$ cat config.mk
export PLATFORM = sky130hd
export DESIGN_NAME = next_fit_bitmap_index_allocator_core
export DESIGN_NICKNAME = d
export VERILOG_FILES = /design/src/rtl/nfba_pkg.sv /design/src/rtl/nfba_ctrl.sv /design/src/rtl/nfba_dp.sv /design/src/rtl/next_fit_bitmap_index_allocator_core.sv
export VERILOG_INCLUDE_DIRS = /design/src /design/src/rtl
export SDC_FILE = /design/constraint.sdc
export NUM_CORES = 2
export LEC_CHECK = 0
export BUFFER_PORTS_ARGS = -buffer_cell sky130_fd_sc_hd__buf_2
export CORE_MARGIN = 2
export CORE_UTILIZATION = 26
export CTS_CLUSTER_SIZE = 14
export DETAILED_ROUTE_END_ITERATION = 6
export PLACE_DENSITY = 0.46
export SYNTH_ARGS = -nofsm -noshare
export SYNTH_HDL_FRONTEND = slang
export SYNTH_SLANG_ARGS = --single-unit
$ cat constraint.sdc
create_clock -name clk -period 4.7 [get_ports clk]
set_input_delay 0 -clock clk [delete_from_list [all_inputs] [get_ports clk]]
set_output_delay 0 -clock clk [all_outputs]
set_load 0.02 [all_outputs]
$ cat src/rtl/assert_macros.svh
// assertion macros for the allocator
`ifndef ASSERT_MACROS_SVH
`define ASSERT_MACROS_SVH

`define ASSERT_IMPL(label, ante, cons, msg) \
  label: assert property (@(posedge clk) disable iff (!rst_n) (ante) |-> (cons)) \
    else $error(msg);

`define ASSERT_NEXT(label, ante, cons, msg) \
  label: assert property (@(posedge clk) disable iff (!rst_n) (ante) |=> (cons)) \
    else $error(msg);

`endif

$ cat src/rtl/nfba_pkg.sv
// ----------------------------------------------------------------------------
// nfba_pkg
// types and constants shared by the allocator modules
// ----------------------------------------------------------------------------
package nfba_pkg;

  localparam int POOL_DEPTH = 1024;
  localparam int WORD_W     = 32;
  localparam int NWORDS     = POOL_DEPTH / WORD_W;
  localparam int POS_W      = $clog2(POOL_DEPTH);
  localparam int SIZE_W     = POS_W + 1;
  localparam int WADDR_W    = $clog2(NWORDS);
  localparam int BIT_W      = $clog2(WORD_W);
  localparam int CNT_W      = 11;

  localparam logic [0:0] CFG_BASE_INDEX = 1'b0;
  localparam logic [0:0] CFG_POOL_SIZE  = 1'b1;

  typedef enum logic [1:0] {
    CMD_ALLOC_ONE = 2'd0,
    CMD_FREE_ONE  = 2'd1,
    CMD_ALLOC_RUN = 2'd2,
    CMD_FREE_RUN  = 2'd3
  } cmd_t;

  typedef struct packed {
    cmd_t        command;
    logic [31:0] index;
    logic [10:0] count;
  } in_req_t;

  typedef struct packed {
    logic        status;
    logic [31:0] alloc_index;
  } out_rsp_t;

  typedef enum logic [2:0] {
    ST_IDLE,
    ST_SCAN,
    ST_MARK,
    ST_FREE,
    ST_DONE
  } state_t;

  // controller to datapath
  typedef struct packed {
    logic load;
    logic scan_step;
    logic wrap;
    logic mark_step;
    logic free_step;
    logic finish;
  } dp_cmd_t;

  // datapath to controller
  typedef struct packed {
    logic is_alloc;
    logic precheck_fail;
    logic found;
    logic scan_end;
    logic wrapped;
    logic mark_end;
    logic free_end;
  } dp_sts_t;

endpackage

$ cat src/rtl/nfba_ctrl.sv
// ----------------------------------------------------------------------------
// nfba_ctrl
// request sequencing: scan, wrap, mark or free, then hand off the response
// ----------------------------------------------------------------------------
module nfba_ctrl
  import nfba_pkg::*;
(
  input  logic    clk,
  input  logic    rst_n,
  input  logic    req_valid,
  output logic    req_ready,
  input  logic    rsp_free,
  input  dp_sts_t sts,
  output dp_cmd_t cmd
);

  state_t state_r, state_nxt;

  always_ff @(posedge clk) begin
    if (!rst_n) begin
      state_r <= ST_IDLE;
    end else begin
      state_r <= state_nxt;
    end
  end

  always_comb begin
    state_nxt = state_r;
    unique case (state_r)
      ST_IDLE: begin
        if (req_valid) state_nxt = ST_SCAN;
      end
      ST_SCAN: begin
        if (!sts.is_alloc) state_nxt = ST_FREE;
        else if (sts.precheck_fail) state_nxt = ST_DONE;
        else if (sts.found) state_nxt = ST_MARK;
        else if (sts.scan_end && sts.wrapped) state_nxt = ST_DONE;
      end
      ST_MARK: begin
        if (sts.mark_end) state_nxt = ST_DONE;
      end
      ST_FREE: begin
        if (sts.free_end) state_nxt = ST_DONE;
      end
      ST_DONE: begin
        if (rsp_free) state_nxt = ST_IDLE;
      end
      default: state_nxt = ST_IDLE;
    endcase
  end

  always_comb begin
    cmd = '0;
    req_ready = 1'b0;
    unique case (state_r)
      ST_IDLE: begin
        req_ready = 1'b1;
        cmd.load  = req_valid;
      end
      ST_SCAN: begin
        if (sts.is_alloc && !sts.precheck_fail) begin
          cmd.scan_step = !sts.scan_end;
          cmd.wrap      = sts.scan_end && !sts.wrapped && !sts.found;
        end
      end
      ST_MARK: cmd.mark_step = 1'b1;
      ST_FREE: cmd.free_step = 1'b1;
      ST_DONE: cmd.finish    = rsp_free;
      default: ;
    endcase
  end

endmodule

$ cat src/rtl/nfba_dp.sv
// ----------------------------------------------------------------------------
// nfba_dp
// bitmap memory (one 32-bit word per cycle), run scanner and result register
// ----------------------------------------------------------------------------
module nfba_dp
  import nfba_pkg::*;
(
  input  logic        clk,
  input  logic        rst_n,
  input  logic        cfg_we,
  input  logic [0:0]  cfg_sel,
  input  logic [31:0] cfg_data,
  input  in_req_t     req,
  input  dp_cmd_t     cmd,
  output dp_sts_t     sts,
  output logic        clr_busy,
  output out_rsp_t    rsp
);

  `include "assert_macros.svh"

  logic [WORD_W-1:0]  mem [NWORDS];
  logic [31:0]        base_r;
  logic [CNT_W-1:0]   psize_r;
  logic [SIZE_W-1:0]  start_r, start_nxt;
  logic               clr_r;
  logic [WADDR_W:0]   clr_cnt_r;

  cmd_t               op_r;
  logic [SIZE_W-1:0]  size_r;
  logic [CNT_W-1:0]   cnt_r;
  logic [SIZE_W-1:0]  pos_r;      // scan, mark and free position
  logic               wrapped_r;
  logic [CNT_W-1:0]   run_r;
  logic [SIZE_W-1:0]  found_r;
  logic               found_r_v;
  logic [32:0]        fidx_r;     // free position, may exceed pool
  logic [CNT_W-1:0]   left_r;
  logic               pre_fail_r;
  logic [WORD_W-1:0]  word_r;
  logic               word_ok_r;
  out_rsp_t           rsp_r;

  logic [WADDR_W-1:0] raddr;
  logic [SIZE_W-1:0]  eff;

  assign eff = (psize_r > CNT_W'(POOL_DEPTH)) ? SIZE_W'(POOL_DEPTH) : SIZE_W'(psize_r);

  // config registers
  always_ff @(posedge clk) begin
    if (!rst_n) begin
      base_r  <= '0;
      psize_r <= CNT_W'(POOL_DEPTH);
    end else if (cfg_we) begin
      if (cfg_sel == CFG_BASE_INDEX) base_r <= cfg_data;
      else psize_r <= cfg_data[CNT_W-1:0];
    end
  end

  // clearing pass after reset
  always_ff @(posedge clk) begin
    if (!rst_n) begin
      clr_r     <= 1'b1;
      clr_cnt_r <= '0;
    end else if (clr_r) begin
      clr_cnt_r <= clr_cnt_r + 1'b1;
      if (clr_cnt_r == (WADDR_W+1)'(NWORDS - 1)) clr_r <= 1'b0;
    end
  end
  assign clr_busy = clr_r;

  // a single-alloc scan step tests the word at pos_r from pos_r up to the
  // word end or size; run scanning walks bits one per cycle inside the word
  // while held; for narrow logic a run step handles one bit, reading words once
  logic [WADDR_W-1:0] waddr;
  logic [BIT_W-1:0]   wbit;
  assign waddr = pos_r[POS_W-1:BIT_W];
  assign wbit  = pos_r[BIT_W-1:0];

  // word fetch: word_r holds the word for waddr when word_ok_r
  assign raddr = waddr;

  logic bit_used;
  assign bit_used = word_r[wbit];

  // single allocation: find first free bit at or above wbit in the word
  logic [WORD_W-1:0] free_mask;
  logic              any_free;
  logic [BIT_W-1:0]  first_free;
  always_comb begin
    free_mask  = ~word_r & ({WORD_W{1'b1}} << wbit);
    any_free   = |free_mask;
    first_free = '0;
    for (int b = WORD_W - 1; b >= 0; b--) begin
      if (free_mask[b]) first_free = BIT_W'(b);
    end
  end

  logic [SIZE_W-1:0] cand;
  assign cand = {pos_r[SIZE_W-1:BIT_W], first_free};

  logic [SIZE_W-1:0] next_word_pos;
  assign next_word_pos = {pos_r[SIZE_W-1:BIT_W] + 1'b1, {BIT_W{1'b0}}};

  logic scan_end;
  assign scan_end = (pos_r >= size_r);

  logic found_now;
  logic run_hit;
  assign run_hit = !bit_used && (run_r + 1'b1 == cnt_r);
  always_comb begin
    if (op_r == CMD_ALLOC_ONE) begin
      found_now = word_ok_r && !scan_end && any_free && (cand < size_r);
    end else begin
      found_now = word_ok_r && !scan_end && run_hit;
    end
  end

  logic [32:0] rel_free;
  assign rel_free = {1'b0, req.index - base_r};

  always_comb begin
    start_nxt = start_r;
    if (cmd.mark_step && op_r == CMD_ALLOC_ONE) start_nxt = found_r;
    else if (cmd.mark_step && left_r == CNT_W'(1)) start_nxt = pos_r + 1'b1;
  end

  logic left_r_zero;
  logic fidx_in;
  assign left_r_zero = (left_r == '0);
  assign fidx_in = (fidx_r < {22'b0, size_r});

  // mark and free walk one bit a cycle while word_ok_r, read-modify-writing word_r
  logic wr_en;
  logic [WADDR_W-1:0] wr_addr;
  logic [WORD_W-1:0]  wr_data;

  always_comb begin
    wr_en   = 1'b0;
    wr_addr = waddr;
    wr_data = word_r;
    if (clr_r) begin
      wr_en   = 1'b1;
      wr_addr = clr_cnt_r[WADDR_W-1:0];
      wr_data = '0;
    end else if (cmd.mark_step && word_ok_r) begin
      wr_en = 1'b1;
      wr_data[wbit] = 1'b1;
    end else if (cmd.free_step && word_ok_r && !left_r_zero) begin
      wr_en = fidx_in;
      wr_data[wbit] = 1'b0;
    end
  end

  logic [WORD_W-1:0] rd_data;
  always_ff @(posedge clk) begin
    if (wr_en) mem[wr_addr] <= wr_data;
    rd_data <= mem[raddr];
  end

  logic              next_adv;
  logic [SIZE_W-1:0] adv_pos;

  always_comb begin
    next_adv = 1'b0;
    adv_pos  = pos_r;
    if (cmd.wrap) begin
      next_adv = 1'b1;
      adv_pos  = '0;
    end else if (cmd.scan_step && found_now) begin
      next_adv = 1'b1;
      adv_pos  = (op_r == CMD_ALLOC_ONE) ? cand : pos_r + 1'b1 - SIZE_W'(cnt_r);
    end else if (cmd.scan_step && word_ok_r) begin
      next_adv = 1'b1;
      adv_pos  = (op_r == CMD_ALLOC_ONE) ? next_word_pos : pos_r + 1'b1;
    end else if (cmd.mark_step && word_ok_r) begin
      next_adv = 1'b1;
      adv_pos  = pos_r + 1'b1;
    end else if (cmd.free_step && word_ok_r && !left_r_zero) begin
      next_adv = 1'b1;
      adv_pos  = pos_r + 1'b1;
    end
  end

  // word_r tracks memory contents for the current word; each change of word
  // address drops word_ok_r until fetch_r and the rd_data load refill word_r
  logic fetch_r;
  logic [WADDR_W-1:0] fetch_addr_r;
  always_ff @(posedge clk) begin
    if (!rst_n) begin
      fetch_r   <= 1'b0;
      word_ok_r <= 1'b0;
    end else begin
      fetch_r <= !word_ok_r && !fetch_r && !cmd.load;
      if (!word_ok_r && !fetch_r && !cmd.load) fetch_addr_r <= waddr;
      if (cmd.load) begin
        word_ok_r <= 1'b0;
      end else if (fetch_r && fetch_addr_r == waddr) begin
        word_ok_r <= 1'b1;
        word_r    <= rd_data;
      end else begin
        if (wr_en && !clr_r) word_r <= wr_data;
        if (word_ok_r && next_adv && adv_pos[POS_W-1:BIT_W] != waddr) word_ok_r <= 1'b0;
      end
    end
  end

  always_ff @(posedge clk) begin
    if (!rst_n) begin
      start_r <= '0;
      rsp_r   <= '0;
    end else begin
      start_r <= start_nxt;
      if (cmd.load) begin
        op_r       <= req.command;
        size_r     <= eff;
        cnt_r      <= req.count;
        run_r      <= '0;
        wrapped_r  <= 1'b0;
        found_r_v  <= 1'b0;
        pre_fail_r <= (req.command == CMD_ALLOC_RUN) &&
                      (req.count == '0 || {1'b0, req.count} > {1'b0, eff});
        if (req.command == CMD_FREE_ONE || req.command == CMD_FREE_RUN) begin
          fidx_r <= rel_free;
          left_r <= (req.command == CMD_FREE_ONE) ? CNT_W'(1) : req.count;
          pos_r  <= (rel_free < {22'b0, eff}) ? rel_free[SIZE_W-1:0] : '0;
        end else begin
          pos_r  <= start_r;
        end
      end else begin
        if (next_adv) pos_r <= adv_pos;
        if (cmd.wrap) begin
          wrapped_r <= 1'b1;
          run_r     <= '0;
        end
        if (cmd.scan_step && word_ok_r && op_r != CMD_ALLOC_ONE) begin
          run_r <= bit_used ? '0 : run_r + 1'b1;
        end
        if (cmd.scan_step && found_now) begin
          found_r_v <= 1'b1;
          if (op_r == CMD_ALLOC_ONE) begin
            found_r <= cand;
            left_r  <= CNT_W'(1);
          end else begin
            found_r <= pos_r + 1'b1 - SIZE_W'(cnt_r);
            left_r  <= cnt_r;
          end
        end
        if (cmd.mark_step && word_ok_r) left_r <= left_r - 1'b1;
        if (cmd.free_step && word_ok_r && !left_r_zero) begin
          left_r <= left_r - 1'b1;
          fidx_r <= fidx_r + 1'b1;
        end
        if (sts.mark_end || sts.free_end || (sts.precheck_fail && sts.is_alloc) ||
            (cmd.scan_step == 1'b0 && cmd.wrap == 1'b0 && sts.scan_end &&
             sts.wrapped && sts.is_alloc && !found_r_v && !sts.found &&
             !cmd.mark_step && !cmd.free_step && !cmd.finish)) begin
          rsp_r.status      <= sts.is_alloc && !found_r_v;
          rsp_r.alloc_index <= (sts.is_alloc && found_r_v) ? base_r + 32'(found_r) : '0;
        end
      end
    end
  end

  assign sts.is_alloc      = (op_r == CMD_ALLOC_ONE) || (op_r == CMD_ALLOC_RUN);
  assign sts.precheck_fail = pre_fail_r;
  assign sts.found         = found_r_v || found_now;
  assign sts.scan_end      = scan_end;
  assign sts.wrapped       = wrapped_r;
  assign sts.mark_end      = cmd.mark_step && word_ok_r && left_r == CNT_W'(1);
  assign sts.free_end      = cmd.free_step && (left_r_zero ||
                             (word_ok_r && left_r == CNT_W'(1)));
  assign rsp = rsp_r;

  `ASSERT_IMPL(a_mark_in_pool, cmd.mark_step && word_ok_r, pos_r < size_r,
    "mark outside pool")
  `ASSERT_IMPL(a_no_clear_busy, cmd.load, !clr_r, "request during clear")
  `ASSERT_NEXT(a_start_in_range, cmd.mark_step, start_r <= SIZE_W'(POOL_DEPTH),
    "search start out of range")

endmodule

$ cat src/rtl/next_fit_bitmap_index_allocator_core.sv
// ----------------------------------------------------------------------------
// next_fit_bitmap_index_allocator_core
// next-fit index allocator over a bitmap of up to 1024 entries
// ----------------------------------------------------------------------------
// usage:
//   in_valid/in_ready carry one request (command, index, count); out_valid/
//   out_ready return one response (status, alloc_index) per request.
//   cfg_we with cfg_index 0 writes base_index, 1 writes pool_size; write only
//   while no request is outstanding.
// operation:
//   requests are handled one at a time. the bitmap sits in a 32-bit wide
//   memory; each word is fetched into a register before it is tested. a single
//   allocation tests a whole word per step, wrapping to the start once. a run
//   allocation tests one bit per cycle and then marks one bit per cycle, and a
//   free clears one bit per cycle, each while the current word is held.
// reset:
//   a clearing pass zeroes the bitmap word by word; in_ready stays low
//   meanwhile. config is taken at any time.
// stall:
//   the response is held in an output register until out_ready; the next
//   request is taken once it has been delivered.
module next_fit_bitmap_index_allocator_core
  import nfba_pkg::*;
(
  input  logic        clk,
  input  logic        rst_n,
  input  logic        in_valid,
  output logic        in_ready,
  input  in_req_t     in_data,
  output logic        out_valid,
  input  logic        out_ready,
  output out_rsp_t    out_data,
  input  logic        cfg_we,
  input  logic [0:0]  cfg_index,
  input  logic [31:0] cfg_data
);

  dp_cmd_t  cmd;
  dp_sts_t  sts;
  logic     clr_busy;
  logic     ctl_ready;
  logic     ov_r;

  nfba_ctrl u_ctrl (
    .clk       (clk),
    .rst_n     (rst_n),
    .req_valid (in_valid && !clr_busy && !ov_r),
    .req_ready (ctl_ready),
    .rsp_free  (!ov_r),
    .sts       (sts),
    .cmd       (cmd)
  );

  nfba_dp u_dp (
    .clk      (clk),
    .rst_n    (rst_n),
    .cfg_we   (cfg_we),
    .cfg_sel  (cfg_index),
    .cfg_data (cfg_data),
    .req      (in_data),
    .cmd      (cmd),
    .sts      (sts),
    .clr_busy (clr_busy),
    .rsp      (out_data)
  );

  always_ff @(posedge clk) begin
    if (!rst_n) begin
      ov_r <= 1'b0;
    end else if (cmd.finish) begin
      ov_r <= 1'b1;
    end else if (out_ready) begin
      ov_r <= 1'b0;
    end
  end

  assign in_ready  = ctl_ready && !clr_busy && !ov_r;
  assign out_valid = ov_r;

endmodule
# --- Yosys cells after proc, flatten, opt, wreduce, memory -nomap -nowiden ---
# Memory sizes are Yosys's and may differ from the RTL's. A register that Yosys moved wholly into a read port is not among the register bits.
# Cells that the tools add are included.
op_classes:
  n_addsub: 9
  order_cmp: 8
  eq_ne: 19
  shifts: 1
  n_mux: 105
  n_bitwise: 10
  n_reduce_logical: 100
ops:
  columns: ["cell", "n"]
  rows:
  - ["$mux W11", 24]
  - ["$mux W32", 6]
  - ["$mux W5", 33]
  - ["$mux W33", 3]
  - ["$and A32 B32 Y32", 2]
  - ["$not A32 Y32", 2]
  - ["$logic_and A1 B1 Y1", 44]
  - ["$add A33 B1 Y33 const B", 1]
  - ["$lt A33 B11 Y1", 1]
  - ["$add A32 B11 Y32", 1]
  - ["$lt A32 B11 Y1", 1]
  - ["$or A32 B32 Y32", 1]
  - ["$reduce_or A32 Y1", 1]
  - ["$shl A32 B5 Y32 const A", 1]
  - ["$sub A32 B32 Y32", 1]
  - ["$mux W1", 26]
  - ["$mux W3", 8]
  - ["$add A11 B1 Y11 const B", 2]
  - ["$logic_not A11 Y1", 2]
  - ["$reduce_and A2 Y1", 9]
  - ["$reduce_bool A2 Y1", 9]
  - ["$logic_not A1 Y1", 15]
  - ["$pmux W3 S5", 1]
  - ["$reduce_and A3 Y1", 5]
  - ["34 further kinds", 53]
word_totals:
  regBits: 241
  ram_bits: 1024
  input_bits: 83
  output_inout_bits: 35
  wordCells: 278
  n_memories: 1
mem_list:
  columns: ["memory", "words", "word_bits", "rd", "rd_ports_with_merged_regs", "wr", "line", "rtl"]
  rows:
  - ["u_dp.mem", 32, 32, 1, 1, 1, "nfba_dp.sv:22", "logic [WORD_W-1:0] mem [NWORDS];"]

# --- Depth between registers and ports, before layout ---
logic_depth:
  ltp_word: 54
  ltp_mapped: 23
  mapped_depth_nobuf: 20

# --- Cells and area by module ---
# Synthesis repeated with hierarchy kept, for this count alone.
hier_totals:
  cells_unflattened: 4058
  area_unflattened_um2: 57415.1
by_module_without_submodules:
  columns: ["module", "instances", "cells_each", "area_each_um2"]
  rows:
  - ["nfba_dp", 1, 4017, 57069.7]
  - ["nfba_ctrl", 1, 35, 292.8]
  - ["next_fit_bitmap_index_allocator_core", 1, 6, 52.6]

# --- Least setup slack after synthesis ---
# No wires, ideal clock.
synth_path:
  path_kind: "register to register"
  start: "register u_dp.pos_r[1]"
  end: "register u_dp.left_r[0] (enable)"
  arrival_time_ns: 4.543
  required_ns: 4.318
  setup_slack_ns: -0.226
  stages_incl_launch_ff: 22
  period_less_slack_ns: 4.926
  cell_sequence: "edfxtp_1 clkbuf_1 inv_1 ha_1 clkbuf_1 a221oi_1 a21o_1 a311o_1 a2111oi_0 nor3_1 o21a_1 ha_1 nor2b_1 o21a_1 o21ai_0 o211ai_1 a21oi_1 nand2_1 o21ai_4 buf_8 nor2_1 a21oi_1"
synth_via:
  elab_chain_cells: 40
synth_lines:
  columns: ["element", "line", "rtl"]
  rows:
  - ["start: declaration", "nfba_dp.sv:32", "logic [SIZE_W-1:0] pos_r;"]
  - ["start signal: assignment", "nfba_dp.sv:226", "pos_r <= (rel_free < {22'b0, eff}) ? rel_free[SIZE_W-1:0] : '0;"]
  - ["start signal: assignment", "nfba_dp.sv:228", "pos_r <= start_r;"]
  - ["start signal: assignment", "nfba_dp.sv:231", "if (next_adv) pos_r <= adv_pos;"]
  - ["$shl A32 B5 Y32", "nfba_dp.sv:91", "free_mask = ~word_r & ({WORD_W{1'b1}} << wbit);"]
  - ["$and A32 B32 Y32", "nfba_dp.sv:91", null]
  - ["$mux W5 (32 in series)", "nfba_dp.sv:95", "if (free_mask[b]) first_free = BIT_W'(b);"]
  - ["$lt A11 B11 Y1", "nfba_dp.sv:113", "found_now = word_ok_r && !scan_end && any_free && (cand < size_r);"]
  - ["$logic_and A1 B1 Y1", "nfba_dp.sv:113", null]
  - ["$mux W1", "nfba_dp.sv:112", "if (op_r == CMD_ALLOC_ONE) begin"]
  - ["$logic_and A1 B1 Y1 *", "nfba_dp.sv:239", "if (cmd.scan_step && found_now) begin"]
  - ["$reduce_bool A4 Y1 (no line) *", null, null]
  - ["$reduce_and A3 Y1 (no line) *", null, null]
  - ["end signal: assignment", "nfba_dp.sv:246", "left_r <= cnt_r;"]
  - ["end signal: assignment", "nfba_dp.sv:249", "if (cmd.mark_step && word_ok_r) left_r <= left_r - 1'b1;"]
  - ["end signal: assignment", "nfba_dp.sv:251", "left_r <= left_r - 1'b1;"]
  - ["end: declaration", "nfba_dp.sv:38", "logic [CNT_W-1:0] left_r;"]
# Mark *: on every way between the ends. The rest lies on a longest branch, timed or not. The select of a mux whose other input is x is not followed.
# A chain may end at the register's enable or synchronous reset.

# --- Final worst setup path ---
layout_path:
  start: "register u_dp.pos_r[1]"
  end: "register u_dp.pos_r[7] (data pin)"
layout_via:
  elab_chain_cells: 45
layout_lines:
  columns: ["element", "line", "rtl"]
  rows:
  - ["$shl A32 B5 Y32", "nfba_dp.sv:91", null]
  - ["$and A32 B32 Y32", "nfba_dp.sv:91", null]
  - ["$mux W5 (32 in series)", "nfba_dp.sv:95", null]
  - ["$lt A11 B11 Y1", "nfba_dp.sv:113", null]
  - ["$logic_and A1 B1 Y1", "nfba_dp.sv:113", null]
  - ["$mux W1", "nfba_dp.sv:112", null]
  - ["$logic_or A1 B1 Y1", "nfba_dp.sv:267", "assign sts.found = found_r_v || found_now;"]
  - ["$logic_not A1 Y1", "nfba_ctrl.sv:63", "cmd.wrap = sts.scan_end && !sts.wrapped && !sts.found;"]
  - ["$logic_and A1 B1 Y1", "nfba_ctrl.sv:63", null]
  - ["$mux W2", "nfba_ctrl.sv:61", "if (sts.is_alloc && !sts.precheck_fail) begin"]
  - ["$mux W2", "nfba_ctrl.sv:55", "unique case (state_r)"]
  - ["$mux W11 *", "nfba_dp.sv:167", "if (cmd.wrap) begin"]
  - ["$mux W11 *", "nfba_dp.sv:231", null]
  - ["$mux W11 *", "nfba_dp.sv:214", "if (cmd.load) begin"]
# Marked as above.

==> summary.md <==
| Metric | Value |
|---|---|
| Minimum clock period | `4.63 ns` |
| Final hold vios | `0` |
| Max VDD drop | `0.000315 V` |
| Root Buffer | `clkbuf_16` |
| CTS buffer count | `143` |
| Count leader, synth | `edfxtp_1` |
| CTS tree | `done` |
| 1st-iter DRT viols | `3028` |
| H-tree levels | `4` |
| Post-Synthesis Cells | `4070` |
| RSZ-0062 raised after global routing | `yes` |
| Maximum clock path buffer count | `3` |
| Fin. max-slew vios | `0` |
| Starting Density | `26.2%` |
| Fin Hold WS | `0.0466 ns` |
| WP data arrival | `5.16 ns` |
| Worst slew margin | `27.1%` |
| Vert. Die Dim | `475 um` |
| Via Count | `36.3k` |
| DR DRC count | `0` |
| R2R depth | `22` |
| Max_cap viols | `0` |
| Grt ovf | `0` |
| Crit share post-route | `98.5%` |
| Setup crit start kind | `flip-flop` |
| Netlist Area Pre-Place | `57700 um^2` |
| Worst-Skew Late Latency | `0.80 ns` |
| Post-DP HPWL | `109000 um` |
| DR pass1 iterations | `5` |
| Min-Delay Path Class | `in2reg` |
| Synth warn | `0` |
| Synth cell types | `98` |
| Worst-path clk slew | `0.06 ns` |
| Number of synthesized flops with an enable pin | `1165` |
| Data required time at the worst endpoint | `5.23 ns` |
| Fin util | `31.7%` |
| Pleak | `0.0255 uW` |
| Crit path capture type | `flip-flop` |
| Area delta synth->final | `20.8%` |
| Synthesized flop and latch total | `1297` |
| Synth top area cells | `edfxtp_1 (61%), mux4_2 (5.1%), dfxtp_1 (4.6%)` |
| Synth Flop Type | `edfxtp_1` |
| Clk_skew | `0.0490 ns` |
| Pin count of the biggest net entering global routing | `106` |
| Layout cell share with drive strength beyond 1 | `19.9%` |
| Syn nets | `4265` |
| Peak fanout along the critical path | `9` |
| First-pass GRT wire length | `254000 um` |
| Worst Hold Depth | `5` |
| Avg Cell Area, Syn | `14.2 um^2` |
| CTS sink count | `1297` |
| CP Class | `reg2reg` |
| Seq. cell area | `37600 um^2` |
| Routed WL | `174000 um` |
| Post-synth top cells | `edfxtp_1 (1165), nand2_1 (392), o21ai_0 (219)` |
| Die Area | `226000 um^2` |
| Number of nets with antenna violations after routing | `0` |
| Power per cell area | `353 nW/um^2` |
| Status | `finished clean` |
| Fill cells | `21.8k` |
| Seq/Total Area, Yosys | `65.2%` |
| # nets final | `4653` |
| Rows | `172` |
| Initial antenna violation count | `10` |
| Reg2reg setup slack | `0.07 ns` |
| Tot GR Track Use | `15.1%` |
| Async SR Flop Fraction | `0%` |
| Die width | `475 um` |
| Vias in the first global route | `36.3k` |
| Post-synth top area share | `60.6%` |
| Max Freq | `216 MHz` |
| Placer Congestion | `0.847` |
| Worst-margin pin slew | `1.09 ns` |
| Post-synth top area cell | `edfxtp_1` |
| Area occupied by multi-input gates | `19500 um^2` |
| Routed length per instance | `23.1 um` |
| Total core area | `220000 um^2` |
| Final setup viols | `0` |
| Via density | `4.81` |
| Port buffer count | `117` |
| IO Count | `118` |
[flip-flops by register name (all words and copies together), names as in the netlist, 5 cells and up]
name	flops
u_dp.psize_r	11
u_dp.cnt_r	11
u_dp.base_r	32
u_dp.rsp	33
u_dp.clr_cnt_r	6
u_dp.start_r	11
u_dp.left_r	11
u_dp.found_r	11
u_dp.fidx_r	33
u_dp.pos_r	11
u_dp.word_r	32
u_dp.size_r	11
u_dp.run_r	11
u_dp.mem	1024
u_dp.fetch_addr_r	5
u_dp.rd_data	32
[stage by stage]
stage / setup slack (ns) / TNS [ns] / instances / total power (uW) / instance area (um^2)
global route: -0.109 / -2.17 / 7538 / 25400 / 69800
floorplan: 0.0134 / 0 / 4070 / 13300 / 57700
CTS: 0.0102 / 0 / 7522 / 24900 / 69500
detailed placement: -0.293 / -8.91 / 7139 / 13700 / 63600
global placement: -0.461 / -15.13 / 7139 / 13700 / 63600
finish: 0.0691 / 0 / 7539 / 24600 / 69800
[where the power goes]
part	internal [uW]	total (uW)	switching, uW
Sequential	12500	12600	57.2
Combinational	383	915	532
Clock	6290	11100	4790
Total	19200	24600	5380
[worst max-delay path: stages, from the launching register on]
cell and delay (ns):
edfxtp_1 0.42, buf_6 0.17, buf_12 0.14, a21o_1 0.16, a21oi_2 0.22, a21oi_2 0.06
a311o_1 0.40, a2111oi_4 0.35, buf_4 0.19, nor3_4 0.03, o21a_1 0.23, ha_1 0.31
nor2b_1 0.13, o21a_1 0.20, o21ai_2 0.14, o211ai_1 0.12, a21oi_2 0.20, nand2_2 0.09
o21ai_4 0.29, buf_6 0.15, mux2i_1 0.17, a2bb2oi_1 0.16, o21ai_1 0.08
[worst paths after layout]
| kind | startpoint | endpoint |
|---|---|---|
| setup / recovery | u_dp.pos_r[1]$_DFFE_PP_ | u_dp.pos_r[7]$_DFFE_PP_ |
| hold / removal | in_data[18] | u_dp.pos_r[7]$_DFFE_PP_ |
| setup reg to reg | u_dp.pos_r[1]$_DFFE_PP_ | u_dp.pos_r[7]$_DFFE_PP_ |
| hold reg to reg | u_dp.fetch_r$_SDFF_PN0_ | u_dp.fetch_r$_SDFF_PN0_ |
[per-layer routing]
metal / global-route usage, % / vias to the layer above / part of all wire [%]
li1: - / 16552 / -
met1: 21.7 / 18621 / 48
met2: 24.1 / 873 / 46
met3: 2.30 / 211 / 4.6
met4: 3.22 / 10 / 1.8
met5: 0 / - / 0.040
[layout by cell type, fill, tap and decap left out, types with 35 or more instances in the layout]
cell type      count
nor2_1           137
xor2_1            46
o221ai_1         101
a21oi_1          158
mux4_2           131
mux2i_1          204
nand2_1          389
a21boi_0          60
dlygate4sd3_1    120
buf_12            35
o22ai_1           36
ha_1             107
dfxtp_1          131
nor3_1            45
edfxtp_1        1165
buf_4            170
nand3_1           71
a21o_1            37
clkbuf_1          43
o21ai_0          216
clkbuf_16        148
mux2_2            99
buf_2            117
inv_1            108
xnor2_1           93
[timing repair]
item | CTS | global route
setup endpoints to repair | 38 | 38
pin swaps | 2 | 18
resized for setup | 9 | 34
hold endpoints to repair | 168 | 0
setup buffers | 0 | 12
gates cloned | 0 | 0
hold buffers | 120 | 0
[cells by family (layout without fill, tap and decap cells)]
logic type,after synthesis,count (layout),share of synthesized area (%)
flip-flops,1297,1297,65.2
buffers and inverters,316,822,2.13
AO/OA/AOI/OAI,866,866,9.89
multiplexers,442,442,10.9
other,0,5,0
AND/OR/NAND/NOR,894,894,7.16
XOR/XNOR,143,143,2.26
adder cells (fa/ha/maj),112,112,2.47
[cell type report]
class	instances	area share (%)
inverter	111	0.597
timing repair buffer	448	5.50
antenna	5	0.0179
clock buffer	202	5.75
sequential	1297	53.9
clock inverter	61	0.884
multi-input combinational	2457	28.0
tap	2958	5.31
(Power assumes the default switching activity.)
